### src/sv/svac_pkg.sv
// Shared types and constants for the sigma-vote alert classifier.
// No dependencies; imported by the core and by its checker.
`default_nettype none

package svac_pkg;

	localparam int NUM_METRICS = 8;
	localparam int NUM_AXES    = 3;
	localparam int ENTRIES     = NUM_METRICS * NUM_AXES;
	localparam int IDX_W       = $clog2(ENTRIES);
	localparam int AXIS_W      = 2;
	localparam int METRIC_W    = 3;
	localparam int VAL_W       = 32;
	localparam int SIGMA_W     = 31;
	localparam int CMP_W       = 36;
	localparam int RUN_W       = 8;
	localparam int CFG_IDX_W   = 1;
	localparam int CFG_DATA_W  = 8;

	// Configuration register indexes.
	localparam logic [CFG_IDX_W-1:0] CFG_BASELINE_VALID  = 1'b0;
	localparam logic [CFG_IDX_W-1:0] CFG_CONFIRM_WINDOWS = 1'b1;

	// Input word modes.
	localparam logic MODE_LOAD   = 1'b0;
	localparam logic MODE_SAMPLE = 1'b1;

	// Equipment state codes.
	localparam logic [1:0] ST_GREEN  = 2'd0;
	localparam logic [1:0] ST_YELLOW = 2'd1;
	localparam logic [1:0] ST_RED    = 2'd2;

	// Per-sample class codes.
	localparam logic [1:0] CLS_NORMAL   = 2'd0;
	localparam logic [1:0] CLS_WARNING  = 2'd1;
	localparam logic [1:0] CLS_CRITICAL = 2'd2;

	typedef struct packed {
		logic                      mode;
		logic [METRIC_W-1:0]       metric_index;
		logic [AXIS_W-1:0]         axis_index;
		logic signed [VAL_W-1:0]   sample_or_mean;
		logic [SIGMA_W-1:0]        sigma_value;
		logic                      window_end;
	} in_word_t;

	typedef struct packed {
		logic [1:0]       window_state;
		logic [1:0]       confirmed_state;
		logic [1:0]       pending_state;
		logic [RUN_W-1:0] pending_run;
	} out_word_t;

endpackage

`default_nettype wire

### src/sv/sigma_vote_alert_classifier_core.sv
// Sigma-vote alert classifier: baseline table, per-sample classification,
// window vote and persistence filter. Depends on svac_pkg.
// A closing sample sits in the input register; its result word is then registered.
// Throughput: one input word per cycle, loads and samples alike; a closing sample
// waits in the input register only while the previous result word is still held.
// Reset (arst_n low) clears the input valid, counters, filter state and registers;
// the baseline table keeps whatever it held and must be loaded before use.
`default_nettype none

module sigma_vote_alert_classifier_core (
	input  wire                             clk,
	input  wire                             arst_n,
	input  wire                             cfg_we,
	input  wire [svac_pkg::CFG_IDX_W-1:0]   cfg_index,
	input  wire [svac_pkg::CFG_DATA_W-1:0]  cfg_wdata,
	input  wire                             in_valid,
	output logic                            in_ready,
	input  svac_pkg::in_word_t              in_data,
	output logic                            out_valid,
	input  wire                             out_ready,
	output svac_pkg::out_word_t             out_data
);
	import svac_pkg::*;

	// Configuration registers.
	logic             baseline_valid_q;
	logic [RUN_W-1:0] confirm_windows_q;

	always_ff @(posedge clk or negedge arst_n) begin
		if (!arst_n) begin
			baseline_valid_q  <= 1'b0;
			confirm_windows_q <= RUN_W'(1);
		end else if (cfg_we) begin
			case (cfg_index)
				CFG_BASELINE_VALID:  baseline_valid_q  <= cfg_wdata[0];
				CFG_CONFIRM_WINDOWS: confirm_windows_q <= cfg_wdata[RUN_W-1:0];
				default: ;
			endcase
		end
	end

	// Baseline table: one mean and one sigma per metric and axis. It has no
	// reset; entries are meaningful only after they have been loaded.
	logic signed [VAL_W-1:0] mean_q  [ENTRIES];
	logic [SIGMA_W-1:0]      sigma_q [ENTRIES];

	// The input register holds the accepted word. A load writes the table
	// and retires; a sample is classified, folded into its axis and, when it
	// closes the window, voted into the result register in the same pass.
	logic     s1_valid;
	in_word_t s1_data;

	// Window counters and persistence filter state.
	logic [1:0]       warn_q [NUM_AXES];
	logic             crit_q [NUM_AXES];
	logic [1:0]       cur_q;
	logic [1:0]       cand_q;
	logic [RUN_W-1:0] run_q;

	// Output register.
	logic      out_valid_q;
	out_word_t out_data_q;

	// Handshake: only a window-closing sample needs room in the output
	// register, so other words keep flowing while a result waits.
	logic s1_is_load;
	logic s1_fire;
	logic s1_sample_fire;
	logic s1_close;

	assign s1_is_load     = s1_data.mode == MODE_LOAD;
	assign s1_fire        = s1_valid && (s1_is_load || !s1_data.window_end ||
		!out_valid_q || out_ready);
	assign s1_sample_fire = s1_fire && !s1_is_load;
	assign s1_close       = s1_sample_fire && s1_data.window_end;
	assign in_ready       = !s1_valid || s1_fire;

	// Address and classify.
	logic             s1_in_range;
	logic [IDX_W-1:0] s1_idx;

	assign s1_in_range = (int'(s1_data.metric_index) < NUM_METRICS) &&
		(int'(s1_data.axis_index) < NUM_AXES);
	assign s1_idx = s1_in_range ?
		IDX_W'(int'(s1_data.metric_index) * NUM_AXES + int'(s1_data.axis_index)) : '0;

	logic signed [CMP_W-1:0] v_ext;
	logic signed [CMP_W-1:0] mean_ext;
	logic [CMP_W-1:0]        sig_x3;
	logic [CMP_W-1:0]        sig_x6;
	logic signed [CMP_W-1:0] warn_thr;
	logic signed [CMP_W-1:0] crit_thr;
	logic [1:0]              s1_cls;

	// Thresholds are mean + 3 sigma and mean + 6 sigma built from shifts;
	// at 36 bits neither the sums nor the compares can overflow.
	always_comb begin
		v_ext    = CMP_W'(s1_data.sample_or_mean);
		mean_ext = CMP_W'(mean_q[s1_idx]);
		sig_x3   = {5'b0, sigma_q[s1_idx]} + {4'b0, sigma_q[s1_idx], 1'b0};
		sig_x6   = {3'b0, sigma_q[s1_idx], 2'b0} + {4'b0, sigma_q[s1_idx], 1'b0};
		warn_thr = mean_ext + $signed(sig_x3);
		crit_thr = mean_ext + $signed(sig_x6);
		s1_cls   = CLS_NORMAL;
		if (s1_in_range && baseline_valid_q) begin
			if (v_ext > crit_thr) begin
				s1_cls = CLS_CRITICAL;
			end else if (v_ext > warn_thr) begin
				s1_cls = CLS_WARNING;
			end
		end
	end

	always_ff @(posedge clk) begin
		if (s1_valid && s1_is_load && s1_in_range) begin
			mean_q[s1_idx]  <= s1_data.sample_or_mean;
			sigma_q[s1_idx] <= s1_data.sigma_value;
		end
	end

	always_ff @(posedge clk or negedge arst_n) begin
		if (!arst_n) begin
			s1_valid <= 1'b0;
		end else if (in_ready) begin
			s1_valid <= in_valid;
		end
	end

	always_ff @(posedge clk) begin
		if (in_ready && in_valid) begin
			s1_data <= in_data;
		end
	end

	// Fold the sample into its axis, then vote if it closes the window.
	// The vote sees the counters including this sample.
	logic [1:0]       warn_n [NUM_AXES];
	logic             crit_n [NUM_AXES];
	logic [1:0]       vote;
	logic [1:0]       axis_st;
	logic [1:0]       cur_n;
	logic [1:0]       cand_n;
	logic [RUN_W-1:0] run_n;

	always_comb begin
		vote = ST_GREEN;
		for (int a = 0; a < NUM_AXES; a++) begin
			warn_n[a] = warn_q[a];
			crit_n[a] = crit_q[a];
			if (int'(s1_data.axis_index) == a) begin
				if (s1_cls == CLS_CRITICAL) begin
					crit_n[a] = 1'b1;
				end else if (s1_cls == CLS_WARNING && warn_q[a] != 2'd3) begin
					warn_n[a] = warn_q[a] + 2'd1;
				end
			end
			// Red on any critical or three warnings, yellow on one or two.
			if (crit_n[a] || warn_n[a] == 2'd3) begin
				axis_st = ST_RED;
			end else if (warn_n[a] != 2'd0) begin
				axis_st = ST_YELLOW;
			end else begin
				axis_st = ST_GREEN;
			end
			if (axis_st > vote) begin
				vote = axis_st;
			end
		end
		if (!baseline_valid_q) begin
			vote = ST_GREEN;
		end
	end

	// Persistence filter: a new state is confirmed only after it has been
	// the window state for confirm_windows windows in a row. A setting of
	// zero or one confirms every window at once.
	always_comb begin
		cur_n  = cur_q;
		cand_n = cand_q;
		run_n  = run_q;
		if (confirm_windows_q <= RUN_W'(1)) begin
			cur_n  = vote;
			cand_n = vote;
			run_n  = '0;
		end else if (vote == cur_q) begin
			cand_n = vote;
			run_n  = '0;
		end else begin
			if (vote == cand_q) begin
				run_n = (run_q == '1) ? run_q : run_q + RUN_W'(1);
			end else begin
				cand_n = vote;
				run_n  = RUN_W'(1);
			end
			if (run_n >= confirm_windows_q) begin
				cur_n  = vote;
				cand_n = vote;
				run_n  = '0;
			end
		end
	end

	always_ff @(posedge clk or negedge arst_n) begin
		if (!arst_n) begin
			for (int a = 0; a < NUM_AXES; a++) begin
				warn_q[a] <= 2'd0;
				crit_q[a] <= 1'b0;
			end
			cur_q  <= ST_GREEN;
			cand_q <= ST_GREEN;
			run_q  <= '0;
		end else if (s1_sample_fire) begin
			for (int a = 0; a < NUM_AXES; a++) begin
				warn_q[a] <= s1_data.window_end ? 2'd0 : warn_n[a];
				crit_q[a] <= s1_data.window_end ? 1'b0 : crit_n[a];
			end
			if (s1_data.window_end) begin
				cur_q  <= cur_n;
				cand_q <= cand_n;
				run_q  <= run_n;
			end
		end
	end

	always_ff @(posedge clk or negedge arst_n) begin
		if (!arst_n) begin
			out_valid_q <= 1'b0;
		end else if (s1_close) begin
			out_valid_q <= 1'b1;
		end else if (out_ready) begin
			out_valid_q <= 1'b0;
		end
	end

	always_ff @(posedge clk) begin
		if (s1_close) begin
			out_data_q.window_state    <= vote;
			out_data_q.confirmed_state <= cur_n;
			out_data_q.pending_state   <= cand_n;
			out_data_q.pending_run     <= run_n;
		end
	end

	assign out_valid = out_valid_q;
	assign out_data  = out_data_q;

endmodule

`default_nettype wire

### config.mk
export PLATFORM = sky130hd
export DESIGN_NAME = sigma_vote_alert_classifier_core
export DESIGN_NICKNAME = d
export VERILOG_FILES = /design/src/sv/svac_pkg.sv /design/src/sv/sigma_vote_alert_classifier_core.sv
export SDC_FILE = /design/constraint.sdc
export NUM_CORES = 2
export LEC_CHECK = 0
export BUFFER_PORTS_ARGS = -buffer_cell sky130_fd_sc_hd__buf_2
export CAP_MARGIN = 20
export CORE_UTILIZATION = 50
export DETAILED_ROUTE_END_ITERATION = 8
export MAX_ROUTING_LAYER = met4
export PLACE_DENSITY = 0.66
export SETUP_SLACK_MARGIN = 0.2
export SLEW_MARGIN = 0
export SYNTH_ARGS = -nofsm -noshare
export SYNTH_HDL_FRONTEND = slang
export SYNTH_SLANG_ARGS = --single-unit
### constraint.sdc
create_clock -name clk -period 41.1 [get_ports clk]
set_input_delay 2.055 -clock clk [delete_from_list [all_inputs] [get_ports clk]]
set_output_delay 2.055 -clock clk [all_outputs]
set_load 0.01 [all_outputs]
==> run_results.csv <==
group,metric,value,unit
place,dp_hpwl,99700,µm
synthesis,synth_area,0.0659,mm²
critical_path,slowest_delay,0.55,ns
timing,slew_headroom,18.0,%
power,switching_share,35.6,%
cts,post-cts-setup-buffers,0,
floorplan,die_y,365,µm
final_layout,nets,4605,
cts,htree_levels,4,
floorplan,die_w,365,µm
synthesis,syn_nets,4454,
place,io_buffers,99,
cts,ctsRootBufferMaster,"clkbuf_16",
cts,cts.repair.resized,0,
global_route,grt-ovfl-total,0,
timing,setup_viol,0,
min_path,hold_path.class,"reg -> reg",
critical_path,crit_arrival,19.27,ns
critical_path,crit_slowest_cell,"fa_1",
critical_path,crit_required,41.82,ns
floorplan,boundaryPins,100,
power,p_int,3.52,mW
floorplan,coreArea,0.130,mm²
critical_path,endpoint_kind,"flop",
power,p_comb_share,38.6,%
power,switching_power,1.94,mW
global_route,grt_pass1_wl,258000,µm
power,power.density,73.6,mW/mm²
synthesis,netlist_instances,4171,
critical_path,critPathMaxFanout,32,
power,clkPwrFrac,27.1,%
synthesis,synth_ff_type,"edfxtp_1",
timing,skew,0.0479,ns
cts,hold_buffers,0,
synthesis,avgSynthCellArea,15.8,µm²
power,p_seq_share,34.3,%
routing,routed_wl,177000,µm
timing,rsz0062_at_grt,"no",
final_layout,fin_cells,6191,
timing,fin_tns_setup,0,ns
routing,drcViolationCount,0,
cts,clk_pin_slew_worst_paths,0.06,ns
timing,hold_viol_final,0,
floorplan,start_util,50.6,%
synthesis,synth_warnings,0,
routing,dr.pass1.iters,6,
routing,drt_iter0_markers,5282,
critical_path,path_class,"reg -> reg",
cts,cts_buffer_depth,3,
routing,post_drt_wl_per_cell,28.5,µm
synthesis,ys_types,85,
cts,cts_tree,"yes",
synthesis,ys_ff_latch,1628,
synthesis,synth_edf_count,1596,
place,place.gp.congestion,0.918,
final_layout,drive_above_1_share,11.6,%
status,status,"completed",
final_layout,synthToLayoutAreaGrowth,12.7,%
cts,clkLatencyLatePin,0.83,ns
power,ir_worst_vdd,0.0523,mV
critical_path,start_kind,"flop",
final_layout,fill_cells,10000,
floorplan,dieArea,0.133,mm²
floorplan,core.rowCount,132,
timing,min_period,18.54,ns
routing,drt-vias-per-instance,6.42,
cts,cts_inserted_buffers,165,
cts,clock-sinks,1628,
global_route,grt_usage,27.3,%
synthesis,postSynth.asyncResetShare,1.97,%
synthesis,ys_seq_area_share,74.0,%
place,place_inst,5895,
power,p_leak,24.7,nW
global_route,grt_antenna_before_repair,2,
timing,fmax,53.9,MHz
global_route,grt_max_degree,127,
routing,dr_total_vias,39700,
routing,ant_nets,0,
global_route,grt_pass1_vias,38500,
timing,maxSlewViolCount,0,
timing,tightest_slew,1.22,ns
run,drv_cap,0,
critical_path,cp_common_cell,"a21oi_1",
timing,period_share,45.1,%
==> layout by cell type, fill, tap and decap left out, types with 58 or more instances in the layout <==
cell type / instances
o22ai_1: 147
buf_2: 100
nor3_1: 89
edfxtp_1: 1596
buf_4: 104
a222oi_1: 149
a21oi_1: 241
xnor2_1: 58
clkbuf_16: 165
o21ai_0: 70
ha_1: 194
a221oi_1: 123
nor2_1: 185
a221o_1: 77
nand2_1: 242
==> kinds of logic (layout without fill, tap and decap cells) <==
family	count (synthesis)	after routing	share of synthesized area, %
other	0	1	0
DFF	1628	1628	74.0
buffers and inverters	284	561	1.64
muxes	13	13	0.218
AOI/OAI and AO/OA	1151	1151	13.2
xor gates and xnor gates	95	95	1.27
and+or+nand+nor	801	801	5.86
adders and majority gates	199	199	3.84
==> flip-flops by register name, summed over array words and instances (netlist names) <==
| register | flops |
|---|---|
| baseline_valid_q | 1 |
| cand_q | 2 |
| confirm_windows_q | 8 |
| crit_q | 3 |
| cur_q | 2 |
| mean_q | 768 |
| out_data | 14 |
| out_valid | 1 |
| run_q | 8 |
| s1_data | 70 |
| s1_valid | 1 |
| sigma_q | 744 |
| warn_q | 6 |
==> worst paths after layout <==
kind | from | endpoint | slack (ns) | depth (start not counted)
setup / recovery | s1_data[65] | run_q[6] | 22.56 | 77
hold / removal | confirm_windows_q[7] | confirm_windows_q[7] | 0.51 | 1
setup reg to reg | s1_data[65] | run_q[6] | 22.56 | 77
hold reg to reg | confirm_windows_q[7] | confirm_windows_q[7] | 0.51 | 1
max in group asynchronous | arst_n | warn_q[4] | 39.28 | 1
min in group asynchronous | arst_n | run_q[2] | 1.31 | 1
==> through the flow <==
stage                     utilization (%)  power (mW)  instance area (µm²)  hold slack, ns  setup slack (ns)
after CTS                            57.0        5.46                74200           0.507             22.76
after global routing                 57.0        5.77                74200           0.521             21.20
after detailed placement             52.9        3.98                68800           0.493             22.86
after floorplan                         -        3.42                65900           0.469             25.61
final                                57.0        5.46                74200           0.508             22.56
after global placement               52.9        3.99                68800           0.491             23.11
==> synth_stat cells (all sizes together), types with 44 or more instances <==
library cell  instances  share of area [%]
nor3                 92               0.72
ha                  194                3.7
xnor2                58               0.77
o221ai               57               0.76
a221oi              123                1.6
a221o                77                1.2
clkbuf              178                1.0
o21ai                76               0.58
a21oi               241                1.8
o22ai               147                1.4
nor2                213                1.2
nand2               246                1.4
a21o                 53               0.60
a222oi              149                2.3
nand3                44               0.33
inv                  58               0.33
buf                  48               0.30
edfxtp             1596                 73
==> metal layers <==
metal | vias to the layer above | routed length [µm] | track usage (%)
met5 | - | 0 | -
met4 | 0 | 4170 | 7.82
met3 | 261 | 13200 | 3.82
met2 | 1829 | 84400 | 42.5
met1 | 20200 | 75000 | 37.7
li1 | 17500 | - | -
==> worst max-delay path: cells and delay by family, from the launching register on <==
family                     cells  cell delay (ns)
AOI/OAI and AO/OA             28             6.59
and+or+nand+nor               30             5.61
adders and majority gates     10             3.59
buffers and inverters          6             1.60
xor gates and xnor gates       3             0.57
DFF                            1             0.43
==> layout make-up <==
type                       instances  area (µm²)  share of cell area [%]
multi-input combinational       2259       16300                    22.0
antenna                            1        2.50                 0.00337
clock buffer                     204        4300                    5.79
timing repair buffer             210        1400                    1.89
sequential                      1628       48700                    65.7
inverter                          58         218                   0.293
clock inverter                    89        1040                    1.40
tap                             1742        2180                    2.94
==> power groups by stage <==
stage / Sequential (mW) / Combinational (mW) / Clock (mW)
final: 1.87 / 2.11 / 1.48
after global routing: 1.88 / 2.33 / 1.56
after CTS: 1.87 / 2.09 / 1.49
after detailed placement: 1.91 / 2.08 / 0
after global placement: 1.91 / 2.08 / 0
after floorplan: 1.91 / 1.51 / 0
Note: power is estimated with default switching activity, not from simulation.
